==> src/hdl/msb_pkg.sv <==
// shared types and constants for the masked sprite pixel blitter
package msb_pkg;

  // configuration register indexes
  localparam logic [1:0] REG_CENTER_X  = 2'd0;
  localparam logic [1:0] REG_GROUND_Y  = 2'd1;
  localparam logic [1:0] REG_MIRROR    = 2'd2;
  localparam logic [1:0] REG_COLOR_MODE = 2'd3;

  // colour effect codes, code 3 behaves as unchanged
  localparam logic [1:0] CM_NONE = 2'd0;
  localparam logic [1:0] CM_GRAY = 2'd1;
  localparam logic [1:0] CM_DARK = 2'd2;

  // luma weights and divide by 100 as multiply by 2^19/100 rounded up
  localparam int LUMA_R_W   = 30;
  localparam int LUMA_G_W   = 59;
  localparam int LUMA_B_W   = 11;
  localparam int DIV_RECIP  = 5243;
  localparam int DIV_SHIFT  = 19;
  localparam logic [15:0] DARK_MASK = 16'h7BEF;

  localparam int COORD_W = 12;
  localparam int COLOR_W = 16;
  localparam int SUM_W   = 15;
  localparam int PROD_W  = 28;

  localparam int FIFO_AW    = 2;
  localparam int FIFO_DEPTH = 1 << FIFO_AW;

  typedef struct packed {
    logic [10:0] center_x;
    logic [10:0] ground_y;
    logic        mirror;
    logic [1:0]  color_mode;
  } msb_cfg_t;

  typedef struct packed {
    logic [COORD_W-1:0] base_x;
    logic [COORD_W-1:0] base_y;
    logic [COLOR_W-1:0] color;
  } msb_item_t;

  typedef struct packed {
    logic not_empty;
    logic not_full;
  } fifo_stat_t;

endpackage

==> src/hdl/msb_front.sv <==
// front end: accepts source words, drops transparent ones, computes corner and colour
module msb_front #(
  parameter int SPRITE_W = 32,
  parameter int SPRITE_H = 32,
  parameter int SCALE    = 2
) (
  input  logic                clk,
  input  logic                rst_n,
  input  msb_pkg::msb_cfg_t   cfg,
  input  logic                in_valid,
  output logic                in_ready,
  input  logic [4:0]          in_src_col,
  input  logic [4:0]          in_src_row,
  input  logic                in_opaque,
  input  logic [15:0]         in_pixel_color,
  input  msb_pkg::fifo_stat_t fifo_stat,
  output logic                push,
  output msb_pkg::msb_item_t  push_item
);
  import msb_pkg::*;

  localparam logic [COORD_W-1:0] HALF_W  = COORD_W'((SPRITE_W * SCALE) / 2);
  localparam logic [COORD_W-1:0] FULL_H  = COORD_W'(SPRITE_H * SCALE);
  localparam logic [COORD_W-1:0] LAST_COL = COORD_W'(SPRITE_W - 1);
  localparam logic [COORD_W-1:0] SCALE_C = COORD_W'(SCALE);

  logic                v1_r;
  logic [COORD_W-1:0]  base_x_r, base_y_r;
  logic [COLOR_W-1:0]  color_r;
  logic [SUM_W-1:0]    sum_r;
  logic [1:0]          mode_r;

  logic [COORD_W-1:0]  dcol, base_x_nxt, base_y_nxt;
  logic [7:0]          r8, g8, b8, luma;
  logic [SUM_W-1:0]    sum_nxt;
  logic [PROD_W-1:0]   prod;
  logic [COLOR_W-1:0]  color_out;
  logic                take;

  assign take     = in_valid && in_ready;
  assign in_ready = !v1_r || fifo_stat.not_full;
  assign push     = v1_r && fifo_stat.not_full;

  always_comb begin
    dcol = cfg.mirror ? (LAST_COL - {7'd0, in_src_col}) : {7'd0, in_src_col};
    base_x_nxt = {cfg.center_x[10], cfg.center_x} - HALF_W + COORD_W'(dcol * SCALE_C);
    base_y_nxt = {cfg.ground_y[10], cfg.ground_y} - FULL_H
                 + COORD_W'({7'd0, in_src_row} * SCALE_C);
    r8 = {in_pixel_color[15:11], in_pixel_color[15:13]};
    g8 = {in_pixel_color[10:5], in_pixel_color[10:9]};
    b8 = {in_pixel_color[4:0], in_pixel_color[4:2]};
    sum_nxt = SUM_W'(LUMA_R_W * r8 + LUMA_G_W * g8 + LUMA_B_W * b8);
  end

  always_ff @(posedge clk) begin
    if (!rst_n) begin
      v1_r <= 1'b0;
    end else if (take) begin
      v1_r <= in_opaque;
    end else if (push) begin
      v1_r <= 1'b0;
    end
  end

  always_ff @(posedge clk) begin
    if (take) begin
      base_x_r <= base_x_nxt;
      base_y_r <= base_y_nxt;
      color_r  <= in_pixel_color;
      sum_r    <= sum_nxt;
      mode_r   <= cfg.color_mode;
    end
  end

  // luma = sum / 100, exact over the whole sum range
  always_comb begin
    prod = PROD_W'(sum_r) * PROD_W'(DIV_RECIP);
    luma = prod[DIV_SHIFT +: 8];
    unique case (mode_r)
      CM_GRAY: color_out = {luma[7:3], luma[7:2], luma[7:3]};
      CM_DARK: color_out = {1'b0, color_r[15:1]} & DARK_MASK;
      default: color_out = color_r;
    endcase
  end

  assign push_item = '{base_x: base_x_r, base_y: base_y_r, color: color_out};

  a_transparent_dropped: assert property (@(posedge clk) disable iff (!rst_n)
    (in_valid && in_ready && !in_opaque) |=> !v1_r)
    else $error("transparent word entered the front stage");

endmodule

==> src/hdl/msb_fifo.sv <==
// short queue between the front end and the write sequencer
module msb_fifo (
  input  logic                clk,
  input  logic                rst_n,
  input  logic                push,
  input  msb_pkg::msb_item_t  push_item,
  input  logic                pop,
  output msb_pkg::msb_item_t  head,
  output msb_pkg::fifo_stat_t stat
);
  import msb_pkg::*;

  msb_item_t          mem_r [FIFO_DEPTH];
  logic [FIFO_AW-1:0] wr_ptr_r, rd_ptr_r, wr_ptr_nxt, rd_ptr_nxt;
  logic [FIFO_AW:0]   count_r, count_nxt;

  always_comb begin
    wr_ptr_nxt = push ? wr_ptr_r + 1'b1 : wr_ptr_r;
    rd_ptr_nxt = pop ? rd_ptr_r + 1'b1 : rd_ptr_r;
    count_nxt  = count_r + {{FIFO_AW{1'b0}}, push} - {{FIFO_AW{1'b0}}, pop};
  end

  always_ff @(posedge clk) begin
    if (!rst_n) begin
      wr_ptr_r <= '0;
      rd_ptr_r <= '0;
      count_r  <= '0;
    end else begin
      wr_ptr_r <= wr_ptr_nxt;
      rd_ptr_r <= rd_ptr_nxt;
      count_r  <= count_nxt;
    end
  end

  always_ff @(posedge clk) begin
    if (push) begin
      mem_r[wr_ptr_r] <= push_item;
    end
  end

  assign head           = mem_r[rd_ptr_r];
  assign stat.not_empty = (count_r != '0);
  assign stat.not_full  = (count_r != (FIFO_AW+1)'(FIFO_DEPTH));

  a_count_bound: assert property (@(posedge clk) disable iff (!rst_n)
    count_r <= (FIFO_AW+1)'(FIFO_DEPTH))
    else $error("queue fill count beyond depth");

endmodule

==> src/hdl/msb_back.sv <==
// back end: walks the scaled block row-major and drives the output register
module msb_back #(
  parameter int SCALE = 2
) (
  input  logic                clk,
  input  logic                rst_n,
  input  msb_pkg::msb_item_t  head,
  input  msb_pkg::fifo_stat_t fifo_stat,
  output logic                pop,
  output logic                out_valid,
  input  logic                out_ready,
  output logic [11:0]         out_dest_x,
  output logic [11:0]         out_dest_y,
  output logic [15:0]         out_out_color,
  output logic                out_last_write
);
  import msb_pkg::*;

  localparam int SW = (SCALE > 1) ? $clog2(SCALE) : 1;
  localparam logic [SW-1:0] LAST_S = SW'(SCALE - 1);

  logic                out_valid_r, last_r;
  logic [COORD_W-1:0]  dest_x_r, dest_y_r;
  logic [COLOR_W-1:0]  color_r;
  logic [SW-1:0]       sx_r, sy_r, sx_nxt, sy_nxt;
  logic                out_take, load, last_x, last_y;

  assign out_take = !out_valid_r || out_ready;
  assign load     = out_take && fifo_stat.not_empty;
  assign last_x   = (sx_r == LAST_S);
  assign last_y   = (sy_r == LAST_S);
  assign pop      = load && last_x && last_y;

  always_comb begin
    sx_nxt = sx_r;
    sy_nxt = sy_r;
    if (load) begin
      if (last_x) begin
        sx_nxt = '0;
        sy_nxt = last_y ? '0 : sy_r + 1'b1;
      end else begin
        sx_nxt = sx_r + 1'b1;
      end
    end
  end

  always_ff @(posedge clk) begin
    if (!rst_n) begin
      out_valid_r <= 1'b0;
      sx_r        <= '0;
      sy_r        <= '0;
    end else begin
      sx_r <= sx_nxt;
      sy_r <= sy_nxt;
      if (out_take) begin
        out_valid_r <= fifo_stat.not_empty;
      end
    end
  end

  always_ff @(posedge clk) begin
    if (load) begin
      dest_x_r <= head.base_x + COORD_W'(sx_r);
      dest_y_r <= head.base_y + COORD_W'(sy_r);
      color_r  <= head.color;
      last_r   <= last_x && last_y;
    end
  end

  assign out_valid      = out_valid_r;
  assign out_dest_x     = dest_x_r;
  assign out_dest_y     = dest_y_r;
  assign out_out_color  = color_r;
  assign out_last_write = last_r;

  a_block_in_progress: assert property (@(posedge clk) disable iff (!rst_n)
    (sx_r != '0 || sy_r != '0) |-> fifo_stat.not_empty)
    else $error("block walk under way with no queued word");

endmodule

==> src/hdl/masked_sprite_pixel_blit_top.sv <==
// top level of the masked sprite pixel blitter
// an opaque word passes the front stage register and the queue into the output register
// each opaque word gives SCALE*SCALE writes, which the back end makes one pixel per cycle
//   while out_ready allows; transparent words, taken one per cycle while in_ready holds, give no write
// a four-entry queue lets the front keep accepting while the back is walking a block
// reset (synchronous, active low) empties the front stage and queue, config regs go to 0
module masked_sprite_pixel_blit_top #(
  parameter int SPRITE_W = 32,
  parameter int SPRITE_H = 32,
  parameter int SCALE    = 2
) (
  input  logic        clk,
  input  logic        rst_n,
  // configuration write port
  input  logic        cfg_we,
  input  logic [1:0]  cfg_index,
  input  logic [10:0] cfg_data,
  // source words
  input  logic        in_valid,
  output logic        in_ready,
  input  logic [4:0]  in_src_col,
  input  logic [4:0]  in_src_row,
  input  logic        in_opaque,
  input  logic [15:0] in_pixel_color,
  // canvas writes
  output logic        out_valid,
  input  logic        out_ready,
  output logic [11:0] out_dest_x,
  output logic [11:0] out_dest_y,
  output logic [15:0] out_out_color,
  output logic        out_last_write
);
  import msb_pkg::*;

  msb_cfg_t   cfg_r;
  msb_item_t  push_item, head;
  fifo_stat_t fifo_stat;
  logic       push, pop;

  // configuration registers, to be written only while the datapath is idle; the block does not enforce this
  always_ff @(posedge clk) begin
    if (!rst_n) begin
      cfg_r <= '0;
    end else if (cfg_we) begin
      unique case (cfg_index)
        REG_CENTER_X:   cfg_r.center_x   <= cfg_data;
        REG_GROUND_Y:   cfg_r.ground_y   <= cfg_data;
        REG_MIRROR:     cfg_r.mirror     <= cfg_data[0];
        REG_COLOR_MODE: cfg_r.color_mode <= cfg_data[1:0];
        default: ;
      endcase
    end
  end

  // front: mask check, corner arithmetic, colour effect
  msb_front #(
    .SPRITE_W(SPRITE_W),
    .SPRITE_H(SPRITE_H),
    .SCALE   (SCALE)
  ) u_front (
    .clk           (clk),
    .rst_n         (rst_n),
    .cfg           (cfg_r),
    .in_valid      (in_valid),
    .in_ready      (in_ready),
    .in_src_col    (in_src_col),
    .in_src_row    (in_src_row),
    .in_opaque     (in_opaque),
    .in_pixel_color(in_pixel_color),
    .fifo_stat     (fifo_stat),
    .push          (push),
    .push_item     (push_item)
  );

  // decoupling queue
  msb_fifo u_fifo (
    .clk      (clk),
    .rst_n    (rst_n),
    .push     (push),
    .push_item(push_item),
    .pop      (pop),
    .head     (head),
    .stat     (fifo_stat)
  );

  // back: one canvas write per cycle while a word is queued and out_ready allows, row-major over the scaled block
  msb_back #(
    .SCALE(SCALE)
  ) u_back (
    .clk           (clk),
    .rst_n         (rst_n),
    .head          (head),
    .fifo_stat     (fifo_stat),
    .pop           (pop),
    .out_valid     (out_valid),
    .out_ready     (out_ready),
    .out_dest_x    (out_dest_x),
    .out_dest_y    (out_dest_y),
    .out_out_color (out_out_color),
    .out_last_write(out_last_write)
  );

endmodule
==> config.mk <==
export PLATFORM = sky130hd
export DESIGN_NAME = masked_sprite_pixel_blit_top
export DESIGN_NICKNAME = d
export VERILOG_FILES = /design/src/hdl/msb_pkg.sv /design/src/hdl/msb_front.sv /design/src/hdl/msb_fifo.sv /design/src/hdl/msb_back.sv /design/src/hdl/masked_sprite_pixel_blit_top.sv
export SDC_FILE = /design/constraint.sdc
export NUM_CORES = 1
export LEC_CHECK = 0
export ABC_AREA = 1
export BUFFER_PORTS_ARGS = -buffer_cell sky130_fd_sc_hd__buf_4
export CORE_MARGIN = 5
export CORE_UTILIZATION = 65
export CTS_CLUSTER_SIZE = 28
export DETAILED_ROUTE_END_ITERATION = 7
export PLACE_DENSITY = 0.84
export RECOVER_POWER = 25
export SLEW_MARGIN = 20
export SYNTH_ARGS = -nofsm -noshare
export SYNTH_HDL_FRONTEND = slang
export SYNTH_SLANG_ARGS = --single-unit
==> constraint.sdc <==
create_clock -name clk -period 12.8 [get_ports clk]
set_clock_uncertainty 0.05 [all_clocks]
set_input_delay 2.56 -clock clk [delete_from_list [all_inputs] [get_ports clk]]
set_output_delay 2.56 -clock clk [all_outputs]
set_load 0.01 [all_outputs]
==> impl_metrics.ini <==
[status]
outcome = finished with violations
violations = capacitance limit, slew limit

[place]
port_buffers = 87
place_congestion = 0.926
hpwl_mm = 29.9

[synth]
synthSimpleGateAreaFrac_pct = 10.9
synth_area_leaders = edfxtp_1 41%, fa_1 14%, ha_1 13%, inv_1 7.3%, nand2_1 4.7%
synth_top_family_by_area = adder cells
yosysTopAreaCell = edfxtp_1
synthCells = 1805
synthAdderAreaFrac_pct = 26.7
synth_xor_area_share_pct = 2.73
ys_ff_latch = 296
yosysSeqAreaShare_pct = 44.9
netlist.area_leader.share_pct = 40.9
syn-num-nets = 2174
synthDistinctLibCells = 39
synthMuxAreaShare_pct = 0
yosys_warnings = 0
synth_area_um2 = 19000
synth_area_per_cell_um2 = 10.5
synth_compound_area_share_pct = 6.37

[worst_hold_path]
holdCritStartpoint = cfg_r[1]
whs_endpoint = u_front.mode_r[1]
min_delay_path_depth = 0
hold_class = reg -> reg

[worst_setup_path]
worstReg2RegStart = u_front.sum_r[13]
setup.worst_path.start_class = input pin
rr_worst_depth = 18
arrival_ns = 7.72
r2r-end = u_fifo.mem_r[3][12]
worstPathMaxFanout = 6
rrSetupSlack_ns = 7.52
path_class = in -> reg
crit_required_ns = 13.06
end_kind = flop

[sta]
finalSetupViolCount = 0
fmax_mhz = 134
worst_pin_slew_ns = 2.59
drv_slew = 276
hold_viol_final = 0
rsz0062_at_grt = false
fin_crit_sh_pct = 58.2
fin_tns_setup_ns = 0
finalCriticalPeriod_ns = 7.45
slew_headroom_pct = -73.0

[detailed_routing]
firstDrtPassIters = 5
routed-via-count = 12900
wl_per_cell_um = 17.7
wl_mm = 40.9
drc = 0
via_per_inst = 5.60
drtAntennaViolNets = 0
drt_iter0_drc = 1097

[cells_and_area]
syn2layout_area_growth_pct = 10.6
nFillCells = 1861
drive_above_1_share_pct = 8.80
antenna_cells = 0
nets = 2267

[clock_network]
holdBufCountCts = 0
clock-sinks = 296
cts_resized = 0
root_buffer = clkbuf_16
cts_buffers = 29
h-tree-depth = 1
clock_latency_ns = 0.56
cts_tree = yes
post-cts-setup-buffers = 0
cts_buffer_depth = 3
clkSlewWorstSetupHoldPaths_ns = 0.06

[floorplanning]
die_area_um2 = 32700
io_pins = 88
start_util_pct = 65.9
core_area_um2 = 28800
die_h_um = 181
rows = 62
die_x_um = 181

[global_routing]
grt_max_degree = 58
gr-total-overflow = 0
antenna_found_initial = 0
grt_pass1_vias = 13400
grt_use_total_pct = 25.2
grt_pass1_wl_mm = 67.0

[flow_run]
maxCapViolCount = 7
-- worst max-delay path, stage by stage --
cell,delay (ns)
buf_4,0.14
inv_1,0.18
fa_1,0.49
fa_1,0.52
inv_1,0.04
ha_1,0.35
nand2_1,0.09
o21ai_0,0.21
xor2_1,0.18
inv_1,0.07
fa_1,0.48
inv_1,0.05
fa_1,0.47
fa_1,0.56
inv_1,0.04
ha_1,0.35
a21o_1,0.20
a21oi_1,0.21
o21ai_1,0.13
a21oi_1,0.22
inv_1,0.07
nand2_1,0.06
nand2_1,0.04
-- Yosys cell counts, drive strengths merged --
cell	instances
inv	372
edfxtp	258
nand2	245
ha	190
nor2	151
fa	134
o21ai	97
a21oi	92
nand3	69
dfxtp	38
xor2	37
o22ai	22
xnor2	22
buf	20
nand4	20
clkbuf	15
a21o	5
nor3	4
o21bai	4
a31oi	2
o211ai	2
a21boi	1
nand3b	1
o22a	1
o31ai	1
or2	1
or3	1
-- sequential cells by signal, indices dropped and copies added, names as in the netlist, 3 cells and up, named ones only --
name	cells
cfg_r	25
u_front.sum_r	15
u_front.base_x_r	12
u_back.out_dest_y	12
u_back.out_dest_x	12
u_fifo.mem_r	160
u_front.base_y_r	12
u_back.out_out_color	16
u_front.color_r	16
u_fifo.count_r	3
-- kinds of logic (layout without fill, tap and decap cells) --
logic type                 after synthesis  after routing
buffers and inverters                  407            523
adders and majority gates              324            324
AOI/OAI and AO/OA                      227            227
DFF                                    296            296
xor gates and xnor gates                59             59
and+or+nand+nor                        492            492
-- metal layers --
layer  track usage, %  vias to the layer above  part of all wire, %
li1                 -                     6061                    -
met1             34.7                     6201                   41
met2             42.8                      546                   49
met3             4.02                       89                  8.2
met4             5.57                        0                  2.1
met5                0                        -                    0
-- area by class of cell --
cell class	instances	area, um2	area share (%)
Multi-Input combinational cell	1102	8890	42.4
Sequential cell	296	8510	40.6
Inverter	372	1400	6.67
Clock buffer	35	800	3.81
Timing Repair Buffer	97	702	3.35
Tap cell	384	480	2.29
Clock inverter	19	194	0.924
-- worst max-delay path by stage --
stage,startpoint,cells after the start,end
finish,in_pixel_color[14],23,u_front.sum_r[12]
global route,in_pixel_color[12],23,u_front.sum_r[12]
CTS,in_pixel_color[12],23,u_front.sum_r[12]
detailed placement,in_pixel_color[12],23,u_front.sum_r[12]
global placement,in_pixel_color[13],21,u_front.sum_r[12]
floorplan,in_pixel_color[13],20,u_front.sum_r[12]
-- stage by stage --
stage | setup slack [ns] | util (%) | hold WS, ns | area [um2] | std cells
final | 5.35 | 72.9 | 0.381 | 21000 | 2305
after CTS | 5.39 | 73.0 | 0.381 | 21000 | 2305
after global routing | 5.08 | 72.9 | 0.403 | 21000 | 2305
after floorplan | 5.35 | - | 0.353 | 19000 | 1805
after global placement | 5.02 | 69.5 | 0.370 | 20000 | 2251
after detailed placement | 4.81 | 69.5 | 0.365 | 20000 | 2251
-- layout by cell type, fill, tap and decap left out, types with 10 or more instances in the layout --
cell       count
nand2_1      236
clkbuf_16     30
dfxtp_1       37
o21ai_0       87
o21ai_1       10
nand3_1       64
xnor2_1       22
edfxtp_1     258
buf_4         90
clkinv_2      11
o22ai_1       22
fa_1         134
ha_1         190
xor2_1        37
nand4_1       20
inv_1        370
a21oi_1       92
nor2_1       141
Power is not shown: default switching activity piles up to over one toggle a cycle in this logic, so the estimate is an artifact.
